## src/rtl/afc_pkg.sv

```systemverilog
// Shared constants, codes and types of the ASCII formula calculator.
// Used by the top level, the multiply/divide unit and the port checker.
// No dependencies.
package afc_pkg;

    // Value width of the arithmetic; the answer port is always 32 bits
    localparam int VALUE_BITS  = 32;
    localparam int ANSWER_BITS = 32;
    localparam int STATUS_BITS = 3;
    localparam int CNT_BITS    = $clog2(VALUE_BITS);

    // Status codes
    localparam logic [STATUS_BITS-1:0] STATUS_OK          = 3'd0;
    localparam logic [STATUS_BITS-1:0] STATUS_NO_OPERAND  = 3'd1;
    localparam logic [STATUS_BITS-1:0] STATUS_BAD_OP      = 3'd2;
    localparam logic [STATUS_BITS-1:0] STATUS_DIV_ZERO    = 3'd3;
    localparam logic [STATUS_BITS-1:0] STATUS_NO_SECOND   = 3'd4;

    // Characters
    localparam logic [7:0] CH_NUL   = 8'h00;
    localparam logic [7:0] CH_TAB   = 8'h09;
    localparam logic [7:0] CH_CR    = 8'h0D;
    localparam logic [7:0] CH_SPACE = 8'h20;
    localparam logic [7:0] CH_PLUS  = 8'h2B;
    localparam logic [7:0] CH_MINUS = 8'h2D;
    localparam logic [7:0] CH_SLASH = 8'h2F;
    localparam logic [7:0] CH_ZERO  = 8'h30;
    localparam logic [7:0] CH_NINE  = 8'h39;
    localparam logic [7:0] CH_TIMES = 8'h78;

    // Token phases
    localparam logic [2:0] TP_BEFORE = 3'd0;
    localparam logic [2:0] TP_FIRST  = 3'd1;
    localparam logic [2:0] TP_GAP1   = 3'd2;
    localparam logic [2:0] TP_OP     = 3'd3;
    localparam logic [2:0] TP_GAP2   = 3'd4;
    localparam logic [2:0] TP_SECOND = 3'd5;
    localparam logic [2:0] TP_AFTER  = 3'd6;

    // Number phases
    localparam logic [1:0] NP_SKIP   = 2'd0;
    localparam logic [1:0] NP_SIGN   = 2'd1;
    localparam logic [1:0] NP_DIGITS = 2'd2;
    localparam logic [1:0] NP_DONE   = 2'd3;

    localparam logic [2:0] STOP_LEN = 3'd4;

    // Request and response between the top level and the multiply/divide unit
    typedef struct packed {
        logic start;
        logic is_div;
    } md_req_t;

    typedef struct packed {
        logic                  done;
        logic [VALUE_BITS-1:0] value;
    } md_rsp_t;

    // Letters of the stop word
    function automatic logic [7:0] stop_char(input logic [1:0] idx);
        logic [7:0] ch;
        case (idx)
            2'd0:    ch = 8'h53;
            2'd1:    ch = 8'h54;
            2'd2:    ch = 8'h4F;
            default: ch = 8'h50;
        endcase
        return ch;
    endfunction

endpackage

```

## src/rtl/ascii_formula_calculator.sv

```systemverilog
// Top level of the ASCII formula calculator: byte parser, evaluation
// sequencer and output register. Depends on afc_pkg and afc_muldiv.
//
// Channel  Direction  Handshake          Payload
// in       input      in_valid/in_stall  text_byte, end_of_message
// out      output     out_valid/out_stall answer, status, stop_request
//
// A byte that does not end the message is taken without stalling the input.
// The final byte stalls the input through the closing and evaluation states, and for
// multiply and divide also while the one-bit-per-cycle multiply/divide unit works;
// the result beat shows as the input opens.
// A result waiting in the output register leaves the input open; only the
// evaluation of the next message waits until that beat is taken.
// Reset clears all parse state and leaves the block waiting for a byte.
module ascii_formula_calculator (
    input  logic                            clk,
    input  logic                            rst_n,
    input  logic                            in_valid,
    output logic                            in_stall,
    input  logic [7:0]                      text_byte,
    input  logic                            end_of_message,
    output logic                            out_valid,
    input  logic                            out_stall,
    output logic signed [afc_pkg::ANSWER_BITS-1:0] answer,
    output logic [afc_pkg::STATUS_BITS-1:0] status,
    output logic                            stop_request
);

    localparam int VB = afc_pkg::VALUE_BITS;

    typedef enum logic [3:0] {
        ST_RUN  = 4'b0001,
        ST_FIN  = 4'b0010,
        ST_EVAL = 4'b0100,
        ST_WAIT = 4'b1000
    } calc_state_t;

    calc_state_t                       state_reg, state_next;
    logic [2:0]                        tp_reg, tp_next;
    logic [1:0]                        np_reg, np_next;
    logic                              neg_reg, neg_next;
    logic [VB-1:0]                     first_reg, first_next;
    logic [VB-1:0]                     second_reg, second_next;
    logic [7:0]                        op_reg, op_next;
    logic [2:0]                        stop_cnt_reg, stop_cnt_next;
    logic                              stop_miss_reg, stop_miss_next;
    logic                              ended_reg, ended_next;
    logic                              out_full_reg, out_full_next;

    logic signed [afc_pkg::ANSWER_BITS-1:0] answer_reg, answer_next;
    logic [afc_pkg::STATUS_BITS-1:0]   status_reg, status_next;
    logic                              stop_reg, stop_next;

    afc_pkg::md_req_t                  md_req;
    afc_pkg::md_rsp_t                  md_rsp;

    logic                              take;
    logic                              feed;
    logic                              is_ws, is_digit;
    logic [3:0]                        digit_val;
    logic                              fresh, sel_second;
    logic [VB-1:0]                     acc_in, acc_x10;
    logic [1:0]                        np_in;
    logic                              neg_in;
    logic [VB-1:0]                     num_acc;
    logic [1:0]                        num_np;
    logic                              num_neg;
    logic [VB-1:0]                     fin_src, fin_neg;
    logic [VB-1:0]                     addsub;
    logic [afc_pkg::STATUS_BITS-1:0]   eval_status;
    logic                              use_unit;

    assign take      = in_valid && !in_stall;
    assign feed      = !ended_reg && (text_byte != afc_pkg::CH_NUL);
    assign is_ws     = (text_byte == afc_pkg::CH_SPACE)
                       || (text_byte inside {[afc_pkg::CH_TAB:afc_pkg::CH_CR]});
    assign is_digit  = text_byte inside {[afc_pkg::CH_ZERO:afc_pkg::CH_NINE]};
    assign digit_val = 4'(text_byte - afc_pkg::CH_ZERO);

    // Select the number being built; a new token starts from zero
    assign fresh      = (tp_reg == afc_pkg::TP_BEFORE) || (tp_reg == afc_pkg::TP_GAP2);
    assign sel_second = (tp_reg == afc_pkg::TP_GAP2) || (tp_reg == afc_pkg::TP_SECOND);
    assign acc_in     = fresh ? '0 : (sel_second ? second_reg : first_reg);
    assign np_in      = fresh ? afc_pkg::NP_SKIP : np_reg;
    assign neg_in     = fresh ? 1'b0 : neg_reg;
    assign acc_x10    = {acc_in[VB-4:0], 3'b000} + {acc_in[VB-2:0], 1'b0}
                        + VB'(digit_val);

    // Apply one character to the number scanner
    always_comb
    begin
        num_acc = acc_in;
        num_np  = np_in;
        num_neg = neg_in;
        case (np_in)
            afc_pkg::NP_SKIP:
            begin
                if (is_ws)
                begin
                    num_np = afc_pkg::NP_SKIP;
                end
                else if ((text_byte == afc_pkg::CH_PLUS)
                         || (text_byte == afc_pkg::CH_MINUS))
                begin
                    num_neg = (text_byte == afc_pkg::CH_MINUS);
                    num_np  = afc_pkg::NP_SIGN;
                end
                else if (is_digit)
                begin
                    num_acc = acc_x10;
                    num_np  = afc_pkg::NP_DIGITS;
                end
                else
                begin
                    num_np = afc_pkg::NP_DONE;
                end
            end
            afc_pkg::NP_SIGN, afc_pkg::NP_DIGITS:
            begin
                if (is_digit)
                begin
                    num_acc = acc_x10;
                    num_np  = afc_pkg::NP_DIGITS;
                end
                else
                begin
                    num_np = afc_pkg::NP_DONE;
                end
            end
            default:
            begin
                num_np = afc_pkg::NP_DONE;
            end
        endcase
    end

    // Negate the number of the token being closed
    assign fin_src = (tp_reg == afc_pkg::TP_SECOND) ? second_reg : first_reg;
    assign fin_neg = VB'(0) - fin_src;

    // Plus and minus share one adder
    assign addsub = (op_reg == afc_pkg::CH_MINUS) ? (first_reg - second_reg)
                                                  : (first_reg + second_reg);

    // Classify the formula once both numbers are final
    always_comb
    begin
        eval_status = afc_pkg::STATUS_OK;
        use_unit    = 1'b0;
        if (tp_reg < afc_pkg::TP_OP)
        begin
            eval_status = afc_pkg::STATUS_NO_OPERAND;
        end
        else if (tp_reg < afc_pkg::TP_SECOND)
        begin
            eval_status = afc_pkg::STATUS_NO_SECOND;
        end
        else
        begin
            case (op_reg)
                afc_pkg::CH_PLUS, afc_pkg::CH_MINUS:
                begin
                    eval_status = afc_pkg::STATUS_OK;
                end
                afc_pkg::CH_TIMES:
                begin
                    use_unit = 1'b1;
                end
                afc_pkg::CH_SLASH:
                begin
                    if (second_reg == '0)
                    begin
                        eval_status = afc_pkg::STATUS_DIV_ZERO;
                    end
                    else
                    begin
                        use_unit = 1'b1;
                    end
                end
                default:
                begin
                    eval_status = afc_pkg::STATUS_BAD_OP;
                end
            endcase
        end
    end

    assign md_req.start  = (state_reg == ST_EVAL) && !out_full_reg && use_unit;
    assign md_req.is_div = (op_reg == afc_pkg::CH_SLASH);

    afc_muldiv u_muldiv (
        .clk   (clk),
        .rst_n (rst_n),
        .req   (md_req),
        .a     (first_reg),
        .b     (second_reg),
        .rsp   (md_rsp)
    );

    // Sequence parsing, evaluation and the result beat
    always_comb
    begin
        state_next     = state_reg;
        tp_next        = tp_reg;
        np_next        = np_reg;
        neg_next       = neg_reg;
        first_next     = first_reg;
        second_next    = second_reg;
        op_next        = op_reg;
        stop_cnt_next  = stop_cnt_reg;
        stop_miss_next = stop_miss_reg;
        ended_next     = ended_reg;
        answer_next    = answer_reg;
        status_next    = status_reg;
        stop_next      = stop_reg;
        out_full_next  = out_full_reg;
        // Drop the result beat once it is taken
        if (out_full_reg && !out_stall)
        begin
            out_full_next = 1'b0;
        end
        case (state_reg)
            ST_RUN:
            begin
                if (take)
                begin
                    if (!ended_reg && (text_byte == afc_pkg::CH_NUL))
                    begin
                        ended_next = 1'b1;
                    end
                    if (feed)
                    begin
                        // Track the stop word
                        if (!stop_miss_reg)
                        begin
                            if ((stop_cnt_reg < afc_pkg::STOP_LEN)
                                && (text_byte == afc_pkg::stop_char(stop_cnt_reg[1:0])))
                            begin
                                stop_cnt_next = stop_cnt_reg + 1'b1;
                            end
                            else
                            begin
                                stop_miss_next = 1'b1;
                            end
                        end
                        if (text_byte == afc_pkg::CH_SPACE)
                        begin
                            // Close the current token
                            case (tp_reg)
                                afc_pkg::TP_FIRST:
                                begin
                                    if (neg_reg)
                                    begin
                                        first_next = fin_neg;
                                    end
                                    neg_next = 1'b0;
                                    np_next  = afc_pkg::NP_DONE;
                                    tp_next  = afc_pkg::TP_GAP1;
                                end
                                afc_pkg::TP_OP:
                                begin
                                    tp_next = afc_pkg::TP_GAP2;
                                end
                                afc_pkg::TP_SECOND:
                                begin
                                    if (neg_reg)
                                    begin
                                        second_next = fin_neg;
                                    end
                                    neg_next = 1'b0;
                                    np_next  = afc_pkg::NP_DONE;
                                    tp_next  = afc_pkg::TP_AFTER;
                                end
                                default:
                                begin
                                    tp_next = tp_reg;
                                end
                            endcase
                        end
                        else
                        begin
                            // Extend the current token
                            case (tp_reg)
                                afc_pkg::TP_BEFORE, afc_pkg::TP_FIRST:
                                begin
                                    first_next = num_acc;
                                    np_next    = num_np;
                                    neg_next   = num_neg;
                                    tp_next    = afc_pkg::TP_FIRST;
                                end
                                afc_pkg::TP_GAP1:
                                begin
                                    op_next = text_byte;
                                    tp_next = afc_pkg::TP_OP;
                                end
                                afc_pkg::TP_GAP2, afc_pkg::TP_SECOND:
                                begin
                                    second_next = num_acc;
                                    np_next     = num_np;
                                    neg_next    = num_neg;
                                    tp_next     = afc_pkg::TP_SECOND;
                                end
                                default:
                                begin
                                    tp_next = tp_reg;
                                end
                            endcase
                        end
                    end
                    if (end_of_message)
                    begin
                        state_next = ST_FIN;
                    end
                end
            end
            ST_FIN:
            begin
                // Close a number token left open by the final byte
                if (tp_reg == afc_pkg::TP_FIRST)
                begin
                    if (neg_reg)
                    begin
                        first_next = fin_neg;
                    end
                    neg_next = 1'b0;
                    np_next  = afc_pkg::NP_DONE;
                end
                else if (tp_reg == afc_pkg::TP_SECOND)
                begin
                    if (neg_reg)
                    begin
                        second_next = fin_neg;
                    end
                    neg_next = 1'b0;
                    np_next  = afc_pkg::NP_DONE;
                end
                state_next = ST_EVAL;
            end
            ST_EVAL:
            begin
                // Hold until the output register is free
                if (!out_full_reg)
                begin
                    stop_next   = !stop_miss_reg && (stop_cnt_reg == afc_pkg::STOP_LEN);
                    status_next = eval_status;
                    if ((eval_status == afc_pkg::STATUS_OK) && !use_unit)
                    begin
                        answer_next = afc_pkg::ANSWER_BITS'($signed(addsub));
                    end
                    else
                    begin
                        answer_next = '0;
                    end
                    out_full_next = !use_unit;
                    state_next    = use_unit ? ST_WAIT : ST_RUN;
                    // Drop the parse state for the next message
                    tp_next        = afc_pkg::TP_BEFORE;
                    np_next        = afc_pkg::NP_SKIP;
                    neg_next       = 1'b0;
                    first_next     = '0;
                    second_next    = '0;
                    op_next        = afc_pkg::CH_NUL;
                    stop_cnt_next  = '0;
                    stop_miss_next = 1'b0;
                    ended_next     = 1'b0;
                end
            end
            ST_WAIT:
            begin
                if (md_rsp.done)
                begin
                    answer_next   = afc_pkg::ANSWER_BITS'($signed(md_rsp.value));
                    out_full_next = 1'b1;
                    state_next    = ST_RUN;
                end
            end
            default:
            begin
                state_next = ST_RUN;
            end
        endcase
    end

    // Hold control and parse state
    always_ff @(posedge clk or negedge rst_n)
    begin
        if (!rst_n)
        begin
            state_reg     <= ST_RUN;
            tp_reg        <= afc_pkg::TP_BEFORE;
            np_reg        <= afc_pkg::NP_SKIP;
            neg_reg       <= 1'b0;
            first_reg     <= '0;
            second_reg    <= '0;
            op_reg        <= afc_pkg::CH_NUL;
            stop_cnt_reg  <= '0;
            stop_miss_reg <= 1'b0;
            ended_reg     <= 1'b0;
            out_full_reg  <= 1'b0;
        end
        else
        begin
            state_reg     <= state_next;
            tp_reg        <= tp_next;
            np_reg        <= np_next;
            neg_reg       <= neg_next;
            first_reg     <= first_next;
            second_reg    <= second_next;
            op_reg        <= op_next;
            stop_cnt_reg  <= stop_cnt_next;
            stop_miss_reg <= stop_miss_next;
            ended_reg     <= ended_next;
            out_full_reg  <= out_full_next;
        end
    end

    // Hold the result beat
    always_ff @(posedge clk)
    begin
        answer_reg <= answer_next;
        status_reg <= status_next;
        stop_reg   <= stop_next;
    end

    assign in_stall     = (state_reg != ST_RUN);
    assign out_valid    = out_full_reg;
    assign answer       = answer_reg;
    assign status       = status_reg;
    assign stop_request = stop_reg;

endmodule

```

## src/rtl/afc_muldiv.sv

```systemverilog
// Iterative multiply/divide unit: one shared adder, one bit per cycle.
// Signed truncating divide by sign-magnitude; multiply keeps the low bits.
// Depends on afc_pkg.
module afc_muldiv (
    input  logic                           clk,
    input  logic                           rst_n,
    input  afc_pkg::md_req_t               req,
    input  logic [afc_pkg::VALUE_BITS-1:0] a,
    input  logic [afc_pkg::VALUE_BITS-1:0] b,
    output afc_pkg::md_rsp_t               rsp
);

    localparam int W = afc_pkg::VALUE_BITS;

    typedef enum logic [2:0] {
        U_IDLE = 3'b001,
        U_STEP = 3'b010,
        U_SIGN = 3'b100
    } unit_state_t;

    unit_state_t                    state_reg, state_next;
    logic                           is_div_reg, is_div_next;
    logic                           neg_reg, neg_next;
    logic [afc_pkg::CNT_BITS-1:0]   cnt_reg, cnt_next;
    logic [W-1:0]                   rem_reg, rem_next;
    logic [W-1:0]                   quo_reg, quo_next;
    logic [W-1:0]                   opd_reg, opd_next;

    logic [W:0]                     add_a, add_b;
    logic                           add_cin;
    logic [W+1:0]                   add_sum;
    logic [W-1:0]                   a_mag, b_mag, pick;

    // Shared adder: subtract trial for divide, accumulate for multiply
    always_comb
    begin
        if (is_div_reg)
        begin
            add_a   = {rem_reg, quo_reg[W-1]};
            add_b   = ~{1'b0, opd_reg};
            add_cin = 1'b1;
        end
        else
        begin
            add_a   = {1'b0, rem_reg};
            add_b   = {1'b0, opd_reg};
            add_cin = 1'b0;
        end
        add_sum = {1'b0, add_a} + {1'b0, add_b} + (W+2)'(add_cin);
    end

    assign a_mag = a[W-1] ? (W'(0) - a) : a;
    assign b_mag = b[W-1] ? (W'(0) - b) : b;
    assign pick  = is_div_reg ? quo_reg : rem_reg;

    // Result is valid in the sign-fix cycle
    assign rsp.done  = (state_reg == U_SIGN);
    assign rsp.value = neg_reg ? (W'(0) - pick) : pick;

    // Sequence load, bit steps and sign fix
    always_comb
    begin
        state_next  = state_reg;
        is_div_next = is_div_reg;
        neg_next    = neg_reg;
        cnt_next    = cnt_reg;
        rem_next    = rem_reg;
        quo_next    = quo_reg;
        opd_next    = opd_reg;
        case (state_reg)
            U_IDLE:
            begin
                if (req.start)
                begin
                    is_div_next = req.is_div;
                    cnt_next    = afc_pkg::CNT_BITS'(W - 1);
                    rem_next    = '0;
                    if (req.is_div)
                    begin
                        neg_next = a[W-1] ^ b[W-1];
                        quo_next = a_mag;
                        opd_next = b_mag;
                    end
                    else
                    begin
                        neg_next = 1'b0;
                        quo_next = b;
                        opd_next = a;
                    end
                    state_next = U_STEP;
                end
            end
            U_STEP:
            begin
                if (is_div_reg)
                begin
                    if (add_sum[W+1])
                    begin
                        rem_next = add_sum[W-1:0];
                    end
                    else
                    begin
                        rem_next = add_a[W-1:0];
                    end
                    quo_next = {quo_reg[W-2:0], add_sum[W+1]};
                end
                else
                begin
                    if (quo_reg[0])
                    begin
                        rem_next = add_sum[W-1:0];
                    end
                    quo_next = {1'b0, quo_reg[W-1:1]};
                    opd_next = {opd_reg[W-2:0], 1'b0};
                end
                cnt_next = cnt_reg - 1'b1;
                if (cnt_reg == '0)
                begin
                    state_next = U_SIGN;
                end
            end
            U_SIGN:
            begin
                state_next = U_IDLE;
            end
            default:
            begin
                state_next = U_IDLE;
            end
        endcase
    end

    // Hold control state
    always_ff @(posedge clk or negedge rst_n)
    begin
        if (!rst_n)
        begin
            state_reg  <= U_IDLE;
            is_div_reg <= 1'b0;
            neg_reg    <= 1'b0;
            cnt_reg    <= '0;
        end
        else
        begin
            state_reg  <= state_next;
            is_div_reg <= is_div_next;
            neg_reg    <= neg_next;
            cnt_reg    <= cnt_next;
        end
    end

    // Hold operands and partial results
    always_ff @(posedge clk)
    begin
        rem_reg <= rem_next;
        quo_reg <= quo_next;
        opd_reg <= opd_next;
    end

endmodule

```

## config.mk

```make
export PLATFORM = sky130hd
export DESIGN_NAME = ascii_formula_calculator
export DESIGN_NICKNAME = d
export VERILOG_FILES = /design/src/rtl/afc_pkg.sv /design/src/rtl/ascii_formula_calculator.sv /design/src/rtl/afc_muldiv.sv
export SDC_FILE = /design/constraint.sdc
export NUM_CORES = 1
export LEC_CHECK = 0
export ABC_AREA = 1
export BUFFER_PORTS_ARGS = -buffer_cell sky130_fd_sc_hd__buf_2
export CAP_MARGIN = 20
export CORE_MARGIN = 3
export CORE_UTILIZATION = 35
export CTS_BUF_LIST = sky130_fd_sc_hd__clkbuf_4 sky130_fd_sc_hd__clkbuf_8
export DETAILED_ROUTE_END_ITERATION = 8
export PLACE_DENSITY = 0.57
export SYNTH_ARGS = -nofsm -noshare
export SYNTH_HDL_FRONTEND = slang
export SYNTH_SLANG_ARGS = --single-unit
export TNS_END_PERCENT = 100
```

## constraint.sdc

```tcl
create_clock -name clk -period 12.4 [get_ports clk]
set_input_delay 0.62 -clock clk [delete_from_list [all_inputs] [get_ports clk]]
set_output_delay 0.62 -clock clk [all_outputs]
set_load 0.02 [all_outputs]
```

==> PnR_summary.wiki <==
{| class="wikitable"
! Metric !! Value
|-
| Cell type with the largest total area after synthesis || edfxtp_1
|-
| Global route total overflow || 0
|-
| Slowest cell on crit path || dfrtp_1
|-
| Gr usage total || 25.9%
|-
| Max-capacitance violation count || 0
|-
| Post-route clock period utilization || 43.2%
|-
| Routability congestion estimate from global placement || 1.02
|-
| ANT nets after route || 0
|-
| Number of failing hold endpoints at the final stage || 0
|-
| Startpoint of the worst-slack reg-to-reg timing path || tp_reg[2]
|-
| Die H || 276 um
|-
| Arrival time worst endpoint || 5.90 ns
|-
| Clock buffers created by TritonCTS || 46
|-
| Reg-to-reg critical path endpoint || first_reg[28]
|-
| Count of flip-flops with a built-in enable after synthesis || 132
|-
| Net count after synthesis || 4216
|-
| Initial antenna violation count || 0
|-
| IO Count || 51
|-
| Transition time of the tightest slew-check pin || 1.10 ns
|-
| Highest attainable clock frequency || 187 MHz
|-
| Fraction of final layout cells sized beyond drive strength 1 || 6.87%
|-
| Clock slew at the register clock pins of the worst setup and hold paths || 0.06 ns
|-
| Most used cells in the layout excluding fill and tap cells || nand2_1 (1036), inv_1 (468), nor2_1 (460), a21oi_1 (398), o21ai_0 (357)
|-
| Worst-case clock skew || 0.0465 ns
|-
| Startpoint of the worst hold path || out_stall
|-
| Biggest area contributors in the synthesized netlist || edfxtp_1 (16%), nand2_1 (15%), dfrtp_1 (9.4%), a21oi_1 (7.8%), o21ai_0 (7.0%)
|-
| Worst path bufs/invs || 1
|-
| Setup repair after global routing missed its margin || no
|-
| Avg Cell Area, Syn || 6.27 um2
|-
| Number of design-rule violations left by the first detailed-router iteration || 2595
|-
| Cell chain of the critical path || nand3_4 -> buf_4 -> nand2_1 -> nor3b_1 -> ha_1 -> ha_1 -> nand2_1 -> nand2_1 -> nand2_1 -> nand2_1 -> nand2_1 -> nand3b_1 -> nand2_1 -> nand4_1 -> nand3_1 -> nand2_1 -> a21oi_1 -> nor2_1 -> nor2_1
|-
| First-pass GRT wire length || 152000 um
|-
| Antenna cell count || 0
|-
| Via Count || 27.2k
|-
| Delay of the slowest critical-path stage || 0.94 ns
|-
| Via density per instance || 5.42
|-
| Maximum number of pins on one net before global-route repair || 77
|-
| Setup crit start kind || flop
|-
| Post-DP HPWL || 78700 um
|-
| Clock latency reported for the late side of the worst-skew pair || 0.66 ns
|-
| Slew Viols, Final || 0
|-
| Clock tree from TritonCTS || yes
|-
| Layout overhead on the synthesized area || 7.40%
|-
| Biggest fanout along the worst timing path || 57
|-
| Crit. Startpoint || tp_reg[2]
|-
| VDD IR-drop max || 0.000187 V
|-
| Footprint of the flip-flops and latches || 0.00642 mm2
|-
| Number of standard cells after synthesis || 4067
|-
| Final non-filler cell area || 0.0274 mm2
|-
| Fraction of synthesis flops using an asynchronous set or reset pin || 42.6%
|-
| Fillcell total || 7992
|-
| Hold Crit Depth || 3
|-
| Run status || completed
|-
| Post-route DRC || 0
|-
| Die extent in x || 276 um
|-
| Area of the core || 0.0719 mm2
|-
| Main flop type after synthesis || edfxtp_1
|-
| H-tree depth || 2
|-
| Reg2Reg Depth || 19
|-
| Leakage component of the power || 12.5 nW
|-
| Number of warnings issued by yosys || 0
|-
| Max-slew headroom at the worst pin || 26.5%
|-
| Placed Area || 0.0263 mm2
|-
| Area of the multi-input gates || 0.0164 mm2
|-
| Number of buffer cells added on primary ports || 50
|-
| Critical Path Most Common Cell || nand2_1
|-
| Root buffer selected by CTS || clkbuf_8
|-
| Die Area || 0.0761 mm2
|-
| Minimum clock period after layout || 5.35 ns
|-
| Routed wire length per instance || 19.9 um
|-
| Flop2flop setup slack || 7.05 ns
|-
| Hold endpoint || out_valid
|-
| Count of clock tree sinks || 230
|-
| Commonest non-fill, non-tap cell in the layout || nand2_1
|-
| Post-CTS setup buffers || 0
|-
| Worst setup EP type || flop
|-
| Cell class contributing the biggest share of worst-path delay || simple AND/OR/NAND/NOR gates
|-
| Detailed Routing Iterations Pass 1 || 7
|-
| Synth Cell Area || 0.0255 mm2
|-
| Std-Cell Rows || 98
|-
| Hold crit path type || primary input to flop
|-
| Worst Path Class, Setup || flop to flop
|-
| Initial Utilization || 35.5%
|-
| Via count of the first global-routing pass || 25.4k
|-
| Number of register bits inferred by synthesis || 230
|-
| # nets final || 4175
|-
| Maximum root-to-sink buffer count || 3
|-
| Aggregate negative setup slack || 0 ns
|-
| Critical path data required time || 12.95 ns
|-
| Synth top area share || 15.6%
|-
| Post-synthesis sequential area ratio || 25.2%
|-
| Power Dens Cells || 276 mW/mm2
|-
| Count of final setup violators || 0
|-
| Post-synthesis cell type count || 60
|-
| Wire length after detailed routing || 100000 um
|}
[worst min-delay path: cells and delay by family]
family | cells | cell delay, ns
AOI/OAI and AO/OA | 1 | 0.08
buffers and inverters | 1 | 0.10
and+or+nand+nor | 1 | 0.05
[synthesized netlist by cell type (8+ instances only)]
| cell | n |
|---|---|
| o211ai_1 | 45 |
| o22ai_1 | 14 |
| or2_2 | 9 |
| o21bai_1 | 15 |
| nand2_2 | 21 |
| and2_1 | 9 |
| o21ai_2 | 16 |
| a31oi_1 | 12 |
| a22oi_1 | 14 |
| o21ai_1 | 41 |
| inv_1 | 468 |
| nor3_1 | 45 |
| xor2_1 | 97 |
| nand2_1 | 1036 |
| xnor2_1 | 37 |
| dfrtp_1 | 96 |
| edfxtp_1 | 132 |
| clkbuf_1 | 91 |
| o21ai_0 | 358 |
| nand3_1 | 250 |
| ha_1 | 133 |
| buf_2 | 45 |
| nand3b_1 | 9 |
| buf_1 | 8 |
| nand4_1 | 55 |
| nor2_2 | 17 |
| nor4_1 | 8 |
| a21oi_1 | 399 |
| nor3_2 | 8 |
| buf_6 | 14 |
| nor2_1 | 461 |
| inv_2 | 16 |
[cell type report]
class                      instances  share of cell area, %
sequential                       230                   23.5
inverter                         488                   6.69
timing repair buffer              78                   1.77
clock buffer                      72                   3.14
clock inverter                    13                  0.626
tap                              950                   4.34
multi-input combinational       3182                   60.0
[worst max path at each step]
| stage | cells after the start | end |
|---|---|---|
| 2_1_floorplan | 5 | u_muldiv.opd_reg[0] |
| 3_3_place_gp | 14 | u_muldiv.rem_reg[24] |
| 3_5_place_dp | 14 | u_muldiv.rem_reg[19] |
| 4_1_cts | 14 | u_muldiv.rem_reg[18] |
| 5_1_grt | 14 | u_muldiv.rem_reg[14] |
| 6_report | 19 | first_reg[28] |
[cells by family (layout without fill, tap and decap cells)]
family / count (synthesis) / count (layout) / synth area share [%]
fa+ha+maj: 136 / 136 / 6.77
xor+xnor: 135 / 135 / 4.67
simple gates: 1958 / 1958 / 32.5
buf+inv: 655 / 651 / 10.6
flops: 230 / 230 / 25.2
compound gates: 952 / 952 / 20.2
mux: 1 / 1 / 0.0393
[stage by stage]
stage | total power (W) | cells | util (%) | setup slack (ns) | hold WS (ns)
6_report | 0.00756 | 5013 | 38.1 | 7.05 | 0.248
5_1_grt | 0.00819 | 5013 | 38.1 | 6.70 | 0.243
4_1_cts | 0.00747 | 5012 | 38.1 | 7.21 | 0.194
3_5_place_dp | 0.00654 | 4926 | 36.6 | 7.23 | 0.498
3_3_place_gp | 0.00653 | 4925 | 36.6 | 7.33 | 0.500
2_1_floorplan | 0.00494 | 4067 | - | 8.31 | 0.324
[where the power goes]
| group | total, W | switching [W] | internal, W |
|---|---|---|---|
| registers | 0.00139 | 0.000381 | 0.00101 |
| logic | 0.00527 | 0.00365 | 0.00162 |
| clock network | 0.000906 | 0.000382 | 0.000524 |
| total | 0.00756 | 0.00441 | 0.00315 |
[per-layer routing]
| layer | vias up | share of wire, % | track usage, % |
|---|---|---|---|
| li1 | 13400 | - | - |
| met1 | 12600 | 45 | 35.3 |
| met2 | 1028 | 45 | 41.7 |
| met3 | 179 | 6.4 | 2.93 |
| met4 | 0 | 4.3 | 10.3 |
| met5 | - | 0 | 0 |
[repair_timing]
| item | CTS | global route |
|---|---|---|
| hold endpoints to repair | 36 | 0 |
| hold buffers | 1 | 0 |
| resized for setup | 0 | 0 |
No activity file was read; power rests on OpenSTA's default activity.
